`src/sv/pwlm_pkg.sv`:
```
// ----------------------------------------------------------------------------
// pwlm_pkg
// Shared types and constants of the piecewise-linear curve map: field widths,
// register indexes, reset curve and the sequencer states.
// ----------------------------------------------------------------------------
package pwlm_pkg;

	// Number of breakpoint registers and the most that may be in use.
	localparam int MAX_POINTS = 7;
	localparam int IDX_W      = 3;
	localparam int X_W        = 16;
	localparam int Y_W        = 16;
	localparam int PT_W       = X_W + Y_W;
	localparam int PROD_W     = X_W + Y_W;
	localparam int CNT_W      = $clog2(PROD_W);

	// Register indexes of the configuration port.
	typedef enum logic [IDX_W-1:0] {
		REG_POINT_COUNT = 3'd0,
		REG_POINT_A     = 3'd1,
		REG_POINT_B     = 3'd2,
		REG_POINT_C     = 3'd3,
		REG_POINT_D     = 3'd4,
		REG_POINT_E     = 3'd5,
		REG_POINT_F     = 3'd6,
		REG_POINT_G     = 3'd7
	} cfg_reg_t;

	// Reset curve: x in the upper half, y in the lower half.
	localparam logic [IDX_W-1:0] COUNT_RESET = 3'd7;
	localparam logic [PT_W-1:0] POINT_RESET [MAX_POINTS] = '{
		32'd268435456, 32'd322109466, 32'd389218355, 32'd469762150,
		32'd496631962, 32'd563740877, 32'd711328051
	};

	// Sequencer states, one-hot.
	typedef enum logic [7:0] {
		S_IDLE  = 8'b0000_0001,
		S_FIRST = 8'b0000_0010,
		S_LAST  = 8'b0000_0100,
		S_SCAN  = 8'b0000_1000,
		S_MUL   = 8'b0001_0000,
		S_DIV   = 8'b0010_0000,
		S_ADD   = 8'b0100_0000,
		S_DONE  = 8'b1000_0000
	} state_t;

endpackage

```
`src/sv/piecewise_linear_curve_map_top.sv`:
```
// ----------------------------------------------------------------------------
// piecewise_linear_curve_map_top
// Maps an unsigned Q4.12 sample to an unsigned Q8.8 value through a curve of
// up to seven programmable breakpoints, with range and table-order flags.
// ----------------------------------------------------------------------------
// One sample is handled at a time. After a sample beat is accepted, the block
// checks the first and then the last used breakpoint, then scans the
// segments one per cycle, registers the offset product, divides it by the
// segment width with a bit-serial restoring divider, one quotient bit per
// cycle, adds the quotient to the segment start and loads the output
// register. An out-of-range, zero-width-segment or unmatched sample skips
// the multiply, divide and add steps. A new sample is taken once the result
// sits in the output register, even if it has not yet been taken.
// Configuration writes are taken every cycle and must only be issued while
// the block is idle.
module piecewise_linear_curve_map_top
	import pwlm_pkg::*;
(
	input  logic             clk,
	input  logic             arst_n,
	// Configuration write channel
	input  logic             cfg_valid,
	output logic             cfg_ready,
	input  logic [IDX_W-1:0] cfg_index,
	input  logic [PT_W-1:0]  cfg_data,
	// Sample channel
	input  logic             in_valid,
	output logic             in_ready,
	input  logic [X_W-1:0]   sample_x,
	// Result channel
	output logic             out_valid,
	input  logic             out_ready,
	output logic [Y_W-1:0]   mapped_y,
	output logic             below_range,
	output logic             above_range,
	output logic             no_segment
);

	state_t              state_q;
	logic [IDX_W-1:0]    count_q;
	logic [PT_W-1:0]     points_q [MAX_POINTS];

	logic [X_W-1:0]      v_q;
	logic [IDX_W-1:0]    idx_q;
	logic [PT_W-1:0]     prev_q;
	logic [X_W-1:0]      off_q;
	logic [Y_W-1:0]      dy_q;
	logic [X_W-1:0]      dx_q;
	logic [Y_W-1:0]      y0_q;
	logic                neg_q;
	logic [PROD_W-1:0]   quo_q;
	logic [X_W-1:0]      rem_q;
	logic [CNT_W-1:0]    cnt_q;

	logic [Y_W-1:0]      res_y_q;
	logic                res_below_q;
	logic                res_above_q;
	logic                res_miss_q;

	logic                out_valid_q;
	logic [Y_W-1:0]      out_y_q;
	logic                out_below_q;
	logic                out_above_q;
	logic                out_miss_q;

	logic [IDX_W-1:0]    n_used;
	logic [IDX_W-1:0]    last_idx;
	logic [PT_W-1:0]     rd_pt;
	logic [X_W-1:0]      rd_x;
	logic [Y_W-1:0]      rd_y;
	logic [X_W-1:0]      prev_x;
	logic [Y_W-1:0]      prev_y;
	logic                seg_hit;
	logic [PROD_W-1:0]   prod;
	logic [X_W:0]        rem_sh;
	logic [X_W:0]        rem_diff;
	logic                take;
	logic                out_free;

	// Clamp the point count to the usable range.
	always_comb begin
		if (count_q < 3'd2) begin
			n_used = 3'd2;
		end else if (count_q > IDX_W'(MAX_POINTS)) begin
			n_used = IDX_W'(MAX_POINTS);
		end else begin
			n_used = count_q;
		end
		last_idx = n_used - 3'd1;
	end

	// Single read port on the breakpoint registers.
	assign rd_pt  = points_q[idx_q];
	assign rd_x   = rd_pt[PT_W-1:Y_W];
	assign rd_y   = rd_pt[Y_W-1:0];
	assign prev_x = prev_q[PT_W-1:Y_W];
	assign prev_y = prev_q[Y_W-1:0];
	assign seg_hit = (v_q >= prev_x) && (v_q <= rd_x);

	// Offset times height; the multiplier is registered before the divider.
	assign prod = PROD_W'(off_q) * PROD_W'(dy_q);

	// One restoring divide step.
	assign rem_sh   = {rem_q, quo_q[PROD_W-1]};
	assign rem_diff = rem_sh - {1'b0, dx_q};
	assign take     = rem_sh >= {1'b0, dx_q};

	assign out_free  = !out_valid_q || out_ready;
	assign in_ready  = (state_q == S_IDLE);
	assign cfg_ready = 1'b1;

	// Configuration registers.
	always_ff @(posedge clk or negedge arst_n) begin
		if (!arst_n) begin
			count_q <= COUNT_RESET;
			for (int k = 0; k < MAX_POINTS; k++) begin
				points_q[k] <= POINT_RESET[k];
			end
		end else if (cfg_valid && cfg_ready) begin
			if (cfg_index == REG_POINT_COUNT) begin
				count_q <= cfg_data[IDX_W-1:0];
			end else begin
				points_q[cfg_index - 3'd1] <= cfg_data;
			end
		end
	end

	// Sequencer.
	always_ff @(posedge clk or negedge arst_n) begin
		if (!arst_n) begin
			state_q <= S_IDLE;
		end else begin
			unique case (state_q)
				S_IDLE: begin
					if (in_valid) begin
						state_q <= S_FIRST;
					end
				end
				S_FIRST: begin
					if (v_q <= rd_x) begin
						state_q <= S_DONE;
					end else begin
						state_q <= S_LAST;
					end
				end
				S_LAST: begin
					if (v_q >= rd_x) begin
						state_q <= S_DONE;
					end else begin
						state_q <= S_SCAN;
					end
				end
				S_SCAN: begin
					if (seg_hit) begin
						state_q <= (rd_x == prev_x) ? S_DONE : S_MUL;
					end else if (idx_q == last_idx) begin
						state_q <= S_DONE;
					end
				end
				S_MUL: begin
					state_q <= S_DIV;
				end
				S_DIV: begin
					if (cnt_q == CNT_W'(PROD_W - 1)) begin
						state_q <= S_ADD;
					end
				end
				S_ADD: begin
					state_q <= S_DONE;
				end
				S_DONE: begin
					if (out_free) begin
						state_q <= S_IDLE;
					end
				end
				default: begin
					state_q <= S_IDLE;
				end
			endcase
		end
	end

	// Datapath registers.
	always_ff @(posedge clk) begin
		case (state_q)
			S_IDLE: begin
				if (in_valid) begin
					v_q         <= sample_x;
					idx_q       <= '0;
					res_y_q     <= '0;
					res_below_q <= 1'b0;
					res_above_q <= 1'b0;
					res_miss_q  <= 1'b0;
				end
			end
			S_FIRST: begin
				prev_q <= rd_pt;
				idx_q  <= last_idx;
				if (v_q <= rd_x) begin
					res_below_q <= 1'b1;
				end
			end
			S_LAST: begin
				idx_q <= 3'd1;
				if (v_q >= rd_x) begin
					res_above_q <= 1'b1;
					res_y_q     <= rd_y;
				end
			end
			S_SCAN: begin
				if (seg_hit) begin
					off_q   <= v_q - prev_x;
					dx_q    <= rd_x - prev_x;
					y0_q    <= prev_y;
					res_y_q <= prev_y;
					neg_q   <= rd_y < prev_y;
					dy_q    <= (rd_y < prev_y) ? (prev_y - rd_y) : (rd_y - prev_y);
				end else begin
					prev_q <= rd_pt;
					idx_q  <= idx_q + 3'd1;
					if (idx_q == last_idx) begin
						res_miss_q <= 1'b1;
					end
				end
			end
			S_MUL: begin
				quo_q <= prod;
				rem_q <= '0;
				cnt_q <= '0;
			end
			S_DIV: begin
				rem_q <= take ? rem_diff[X_W-1:0] : rem_sh[X_W-1:0];
				quo_q <= {quo_q[PROD_W-2:0], take};
				cnt_q <= cnt_q + 1'b1;
			end
			S_ADD: begin
				// The quotient never exceeds the segment height.
				res_y_q <= neg_q ? (y0_q - quo_q[Y_W-1:0]) : (y0_q + quo_q[Y_W-1:0]);
			end
			default: begin
			end
		endcase
	end

	// Output register.
	always_ff @(posedge clk or negedge arst_n) begin
		if (!arst_n) begin
			out_valid_q <= 1'b0;
		end else if (state_q == S_DONE && out_free) begin
			out_valid_q <= 1'b1;
		end else if (out_ready) begin
			out_valid_q <= 1'b0;
		end
	end

	always_ff @(posedge clk) begin
		if (state_q == S_DONE && out_free) begin
			out_y_q     <= res_y_q;
			out_below_q <= res_below_q;
			out_above_q <= res_above_q;
			out_miss_q  <= res_miss_q;
		end
	end

	assign out_valid   = out_valid_q;
	assign mapped_y    = out_y_q;
	assign below_range = out_below_q;
	assign above_range = out_above_q;
	assign no_segment  = out_miss_q;

endmodule

```
`config.mk`:
```
export PLATFORM = sky130hd
export DESIGN_NAME = piecewise_linear_curve_map_top
export DESIGN_NICKNAME = d
export VERILOG_FILES = /design/src/sv/pwlm_pkg.sv /design/src/sv/piecewise_linear_curve_map_top.sv
export SDC_FILE = /design/constraint.sdc
export NUM_CORES = 1
export LEC_CHECK = 0
export BUFFER_PORTS_ARGS = -buffer_cell sky130_fd_sc_hd__buf_2
export CORE_ASPECT_RATIO = 0.8
export CORE_MARGIN = 2
export CORE_UTILIZATION = 60
export DETAILED_ROUTE_END_ITERATION = 12
export PLACE_DENSITY = 0.8
export SYNTH_ARGS = -nofsm -noshare
export SYNTH_HDL_FRONTEND = slang
export SYNTH_SLANG_ARGS = --single-unit
```
`constraint.sdc`:
```
create_clock -name clk -period 18 [get_ports clk]
set_input_delay 3.6 -clock clk [delete_from_list [all_inputs] [get_ports clk]]
set_output_delay 3.6 -clock clk [all_outputs]
set_load 0.1 [all_outputs]
```
# After elaboration in Yosys (flattened, before gate mapping)

Index checks and enable logic that the tools add are counted.

Bits in registers: 443
Word-level logic and storage cells: 141
Input bits: 56
Output and inout port bits: 22

Eq/ne operators: 20
Bitwise operators: 3
Mux-type cells: 42
Reductions and logical operators: 25
Multiply operators: 1
$lt $le $gt $ge: 10
Add/subtract/negate cells: 11

Operator list:

| cell                 | count |
|---|---|
| $bwmux W224          | 1 |
| $mux W32             | 4 |
| $pmux W32 S2         | 2 |
| $bmux W32 S3         | 1 |
| $demux W32 S3        | 1 |
| $mux W16             | 6 |
| $sub A16 B16 Y16     | 6 |
| $mux W8              | 8 |
| $pmux W16 S4         | 1 |
| $pmux W8 S8          | 1 |
| $ge A16 B16 Y1       | 2 |
| $mul A16 B16 Y32     | 1 |
| $pmux W16 S2         | 1 |
| $ge A17 B16 Y1       | 1 |
| $add A16 B16 Y16     | 1 |
| $eq A16 B16 Y1       | 1 |
| $le A16 B16 Y1       | 1 |
| $lt A16 B16 Y1       | 1 |
| $ne A2 B2 Y1 const B | 8 |
| $mux W3              | 4 |
| $pmux W3 S4          | 1 |
| $reduce_and A4 Y1    | 3 |
| $reduce_bool A2 Y1   | 6 |
| $pmux W5 S2          | 1 |
| 29 further kinds     | 49 |

# Logic depth before layout (Yosys ltp)

Depth in word-level cells: 8
Mapped depth: 24
Depth with buffers taken out: 23

# Worst setup path after synthesis

No wires, ideal clock.

Kind: reg-to-reg
From: register idx_q[0]
To: register idx_q[0] (enable)
Period minus slack after synthesis: 6.516 ns
Buffers on the path: 2
Setup time: 0.436 ns
Path slack: 11.484 ns
Data required time: 17.564 ns
Cell stages (with the launch flop): 15
Arrival: 6.079 ns
Path through: edfxtp_1 -> buf_2 -> clkbuf_1 -> mux4_2 -> nor2_1 -> a21o_1 -> ha_1 -> a21o_1 -> a21o_1 -> a21oi_1 -> o21ai_0 -> and4b_1 -> o21ai_0 -> nor2_1 -> nor3b_1

Cells in the longest elaborated chain, start to end: 8

RTL lines:

| item                                        | line                                  | RTL |
|---|---|---|
| from (decl)                                 | piecewise_linear_curve_map_top.sv:44  | `logic [IDX_W-1:0] idx_q;` |
| from (signal assigned)                      | piecewise_linear_curve_map_top.sv:198 | `idx_q <= last_idx;` |
| from (signal assigned)                      | piecewise_linear_curve_map_top.sv:220 | `idx_q <= idx_q + 3'd1;` |
| $not A3 Y4 (implied by the code)            | piecewise_linear_curve_map_top.sv:93  | `assign rd_pt = points_q[idx_q];` |
| $bmux W32 S3                                | piecewise_linear_curve_map_top.sv:93  |  |
| $mux W32 (implied by the code) (2 in a row) | piecewise_linear_curve_map_top.sv:93  |  |
| $le A16 B16 Y1                              | piecewise_linear_curve_map_top.sv:98  | `assign seg_hit = (v_q >= prev_x) && (v_q <= rd_x);` |
| $logic_and A1 B1 Y1                         | piecewise_linear_curve_map_top.sv:98  |  |
| $ne A2 B2 Y1 (no line)                      | --                                    |  |
| $reduce_and A3 Y1 (no line)                 | --                                    |  |

No other way between the ends. The select of a mux whose other input is x is not followed.
A chain may end at the register's enable or synchronous reset.

# Final worst setup path

From: register dy_q[7]
To: register quo_q[27] (data pin)

Cells in the longest elaborated chain, start to end: 2

RTL lines:

| item                   | line                                  | RTL |
|---|---|---|
| from (decl)            | piecewise_linear_curve_map_top.sv:47  | `logic [Y_W-1:0] dy_q;` |
| from (signal assigned) | piecewise_linear_curve_map_top.sv:217 | `dy_q <= (rd_y < prev_y) ? (prev_y - rd_y) : (rd_y - prev_y);` |
| $mul A16 B16 Y32       | piecewise_linear_curve_map_top.sv:101 | `assign prod = PROD_W'(off_q) * PROD_W'(dy_q);` |
| $pmux W32 S2           | piecewise_linear_curve_map_top.sv:185 | `case (state_q)` |
| to (signal assigned)   | piecewise_linear_curve_map_top.sv:227 | `quo_q <= prod;` |
| to (signal assigned)   | piecewise_linear_curve_map_top.sv:233 | `quo_q <= {quo_q[PROD_W-2:0], take};` |
| to (decl)              | piecewise_linear_curve_map_top.sv:51  | `logic [PROD_W-1:0] quo_q;` |

No other way between the ends.

==> PnR_summary.wiki <==
{| class="wikitable"
! Metric !! Value
|-
| Final TNS setup || 0 ns
|-
| Congestion Overflow GR || 0
|-
| Global-route wire length before repair || 121000 um
|-
| Detailed-route wire length || between 70000 and 80000 um
|-
| Die boundary width || around 260 um
|-
| Estimated wirelength of the detail-placed design || ~55000 um
|-
| Root Buffer Master || clkbuf_16
|-
| Layout fillers || 3868
|-
| Required time at the worst-slack endpoint || about 18 ns
|-
| Initial Utilization || roughly 60%
|-
| Post-synthesis cell area || around 0.032 mm2
|-
| Sequential power share || 32.3%
|-
| Largest family of logic cells by synthesized area || adder cells
|-
| Portion of total power attributed to combinational logic || 47.9%
|-
| Unrepaired setup endpoints after global routing || no
|-
| Worst setup margin || about 11 ns
|-
| Number of nets in the finished design || between 3000 and 4000
|-
| Share of power burned in the clock network || roughly a fifth
|-
| Synthesized Nets || 3327
|-
| Syn Inst Count || 2851
|-
| Worst setup skew after layout || slightly below 0.03 ns
|-
| Maximum buffer depth of the clock tree || 3
|-
| XOR/XNOR Fraction of Synth Area || ~2.9%
|-
| Max-slew headroom at the worst pin || 9.17%
|-
| Final number of max-transition violations || 0
|-
| Fraction of layout instances using a drive strength above 1 || between 10% and 20%
|-
| DR WL/cell || approximately 21 um
|-
| Synthesized-area fraction occupied by ao, oa, aoi and oai cells || 8.98%
|-
| Power per cell area || about 140 mW/mm2
|-
| Most frequent cells in the layout || 345 x inv_1, 251 x nand2_1, 229 x mux2_2, 220 x ha_1, 207 x edfxtp_1
|-
| CTS Sinks || ~440
|-
| Total of buffers placed on input and output ports || 76
|-
| Leak || about 15 nW
|-
| Flip-flop and latch area || about 0.012 mm2
|-
| Die area || roughly 0.055 mm2
|-
| Slew at the pin with the worst max-slew slack || 1.35 ns
|-
| Classification of the worst setup path || flop to flop
|-
| Count of final setup violators || 0
|-
| Arrival @ worst endpoint || between 7 and 8 ns
|-
| Number of distinct library cells after synthesis || 82
|-
| Most frequent standard cell in the layout excluding fill and tap cells || inv_1
|-
| Kind of end point of the critical path || flop
|-
| Tot GR Track Use || around 28%
|-
| Switching pwr || around 2.0 mW
|-
| Total chip power || a little under 5 mW
|-
| Maximum clock rate || ~150 MHz
|-
| Worst hold slack || 0.420 ns
|-
| Via Count || between 20000 and 25000
|-
| Worst skew pair latency || approximately 0.61 ns
|-
| Clock H-tree levels || 2
|-
| CTS Hold Buffers Added || 0
|-
| Flop2flop setup slack || approximately 11 ns
|-
| Synth Area in Adders || approximately a fifth
|-
| Total internal power || ~3 mW
|-
| Multiplexer share of the synthesized area || between 10% and 20%
|-
| Synthesis warning total || 0
|-
| Reg clk slew, reported paths || approximately 0.06 ns
|-
| Synthesized flop and latch total || 443
|-
| Pre-CTS WS || approximately 11 ns
|-
| Vias in the first global route || 22749
|-
| Die Y-Extent || between 200 and 250 um
|-
| # resized after CTS || 0
|-
| Simple-gate area share of the yosys netlist || between 10% and 20%
|-
| Post-CTS Setup Inserts || 0
|-
| Category of the worst setup path launch point || flop
|-
| Num ports || 78
|-
| Endpoints failing hold || 0
|-
| Layout overhead on the synthesized area || 8.14%
|-
| Number of antenna violations at the first check in global routing || 6
|-
| Peak supply drop || 0.0952 mV
|-
| Syn avg cell area || between 10 and 15 um2
|-
| Pin count of the biggest net entering global routing || between 100 and 150
|-
| Result of the run || finished clean
|-
| Multi-input gate area in the final layout || 0.0177 mm2
|-
| Drt pass-1 iters || 5
|-
| TritonCTS clock tree || yes
|-
| Detailed-route DRC error count || 0
|-
| Max FO, Critical Path || 16
|-
| Sequential fraction of the synthesis area || between 30% and 40%
|-
| Share of total power consumed by net switching || between 30% and 40%
|-
| Total core area || 0.0523 mm2
|-
| Max-capacitance violation count || 0
|-
| Number of flops mapped to enable cells by yosys || about 210
|-
| Row cnt || 75
|-
| Async SR Flop Fraction || a little over half
|-
| Worst min-delay path category || flop to flop
|-
| Fin crit period || 6.79 ns
|-
| Number of CTS-inserted buffers || 46
|-
| Routability congestion estimate from global placement || 0.925
|-
| Most used flip-flop cell after synthesis || edfxtp_1
|-
| Antenna Nets Post-Route || 0
|-
| Via-to-Cell Ratio || approximately 6
|-
| Initial drt markers || 1854
|-
| Ratio of final minimum period to clock period || 37.7%
|}
[metal layers]
metal,part of all wire [%],routed length [um],track usage (%),up-vias
met2,47,34900,45.2,783
met3,8.1,6050,6.23,139
met5,0.032,24,0,-
li1,-,-,-,9829
met4,2.7,1990,8.14,4
met1,43,32000,39.7,10939
[power by group through the flow]
stage / combinational, mW / sequential (mW) / clock, mW
5_1_grt: 2.56 / 1.61 / 1.03
4_1_cts: 2.34 / 1.58 / 0.985
3_5_place_dp: 2.32 / 1.60 / 0
2_1_floorplan: 1.69 / 1.58 / 0
3_3_place_gp: 2.26 / 1.58 / 0
6_report: 2.36 / 1.59 / 0.974
[metrics by stage]
stage	cells	area, um2	utilization, %
floorplan	2851	31600	-
global placement	3536	32600	62.4
detailed placement	3536	32600	62.4
CTS	3621	34200	65.3
global route	3622	34200	65.3
finish	3624	34200	65.4
[area by class of cell]
cell class | instances | share of cell area (%)
tap | 693 | 2.54
timing repair buffer | 98 | 1.63
clock buffer | 64 | 3.81
antenna | 3 | 0.0220
sequential | 443 | 35.7
clock inverter | 21 | 0.696
inverter | 347 | 3.81
multi-input combinational | 1955 | 51.8
[registers in the layout, indices dropped and copies added (netlist names), 3 cells and up]
register,cells
prev_q,32
v_q,16
dx_q,16
state_q,8
y0_q,16
cnt_q,5
points_q,224
dy_q,16
count_q,3
res_y_q,16
off_q,16
rem_q,16
idx_q,3
mapped_y,16
quo_q,32
[worst max-delay path: stages (launching register included)]
cell	delay (ns)
edfxtp_1	0.76
nand2_1	0.17
fa_1	0.56
inv_1	0.05
fa_1	0.52
inv_1	0.06
fa_1	0.53
inv_1	0.05
fa_1	0.45
fa_1	0.50
inv_1	0.05
fa_1	0.48
inv_1	0.04
ha_1	0.30
a21oi_1	0.13
o21ai_0	0.12
nor4_1	0.32
o21ai_0	0.19
a31oi_2	0.38
o31ai_1	0.21
o41ai_2	0.36
xor2_1	0.19
a21oi_1	0.08
[cell families (layout without fill, tap and decap cells)]
family,count (synthesis),after routing
AND/OR/NAND/NOR,679,679
buffers and inverters,453,530
flip-flops,443,443
AO/OA/AOI/OAI,433,433
adder cells (fa/ha/maj),420,420
multiplexers,316,316
XOR/XNOR,106,106
other,1,4
[final timing paths]
kind	from	endpoint	cells after the start
setup / recovery	dy_q[7]	quo_q[27]	22
hold / removal	res_y_q[9]	mapped_y[9]	0
setup reg to reg	dy_q[7]	quo_q[27]	22
hold reg to reg	res_y_q[9]	mapped_y[9]	0
max in group asynchronous	arst_n	points_q[99]	3
min in group asynchronous	arst_n	points_q[59]	1
[synthesized netlist by cell type (12+ instances only)]
cell	number	share of area, %
xor2_1	31	0.86
a21o_1	78	1.9
mux4_2	32	2.3
inv_1	345	4.1
and2_1	119	2.4
nor3_1	22	0.35
nor2b_1	32	0.63
a21oi_1	127	2.0
o21bai_1	17	0.40
mux2_2	229	8.2
dfrtp_1	167	13
xnor2_1	75	2.1
ha_1	220	8.7
edfxtp_1	207	20
buf_1	28	0.33
nor2_1	140	1.7
nand2_1	251	3.0
a31oi_1	13	0.26
and3_1	12	0.24
fa_1	200	13
dfstp_2	69	5.7
o21a_1	13	0.31
mux2i_1	55	1.7
nand3_1	22	0.35
nand2b_1	14	0.28
o211ai_1	19	0.45
clkbuf_1	64	0.76
o21ai_0	85	1.3
nand4_1	16	0.32
Power figures use the tool's default switching activity.
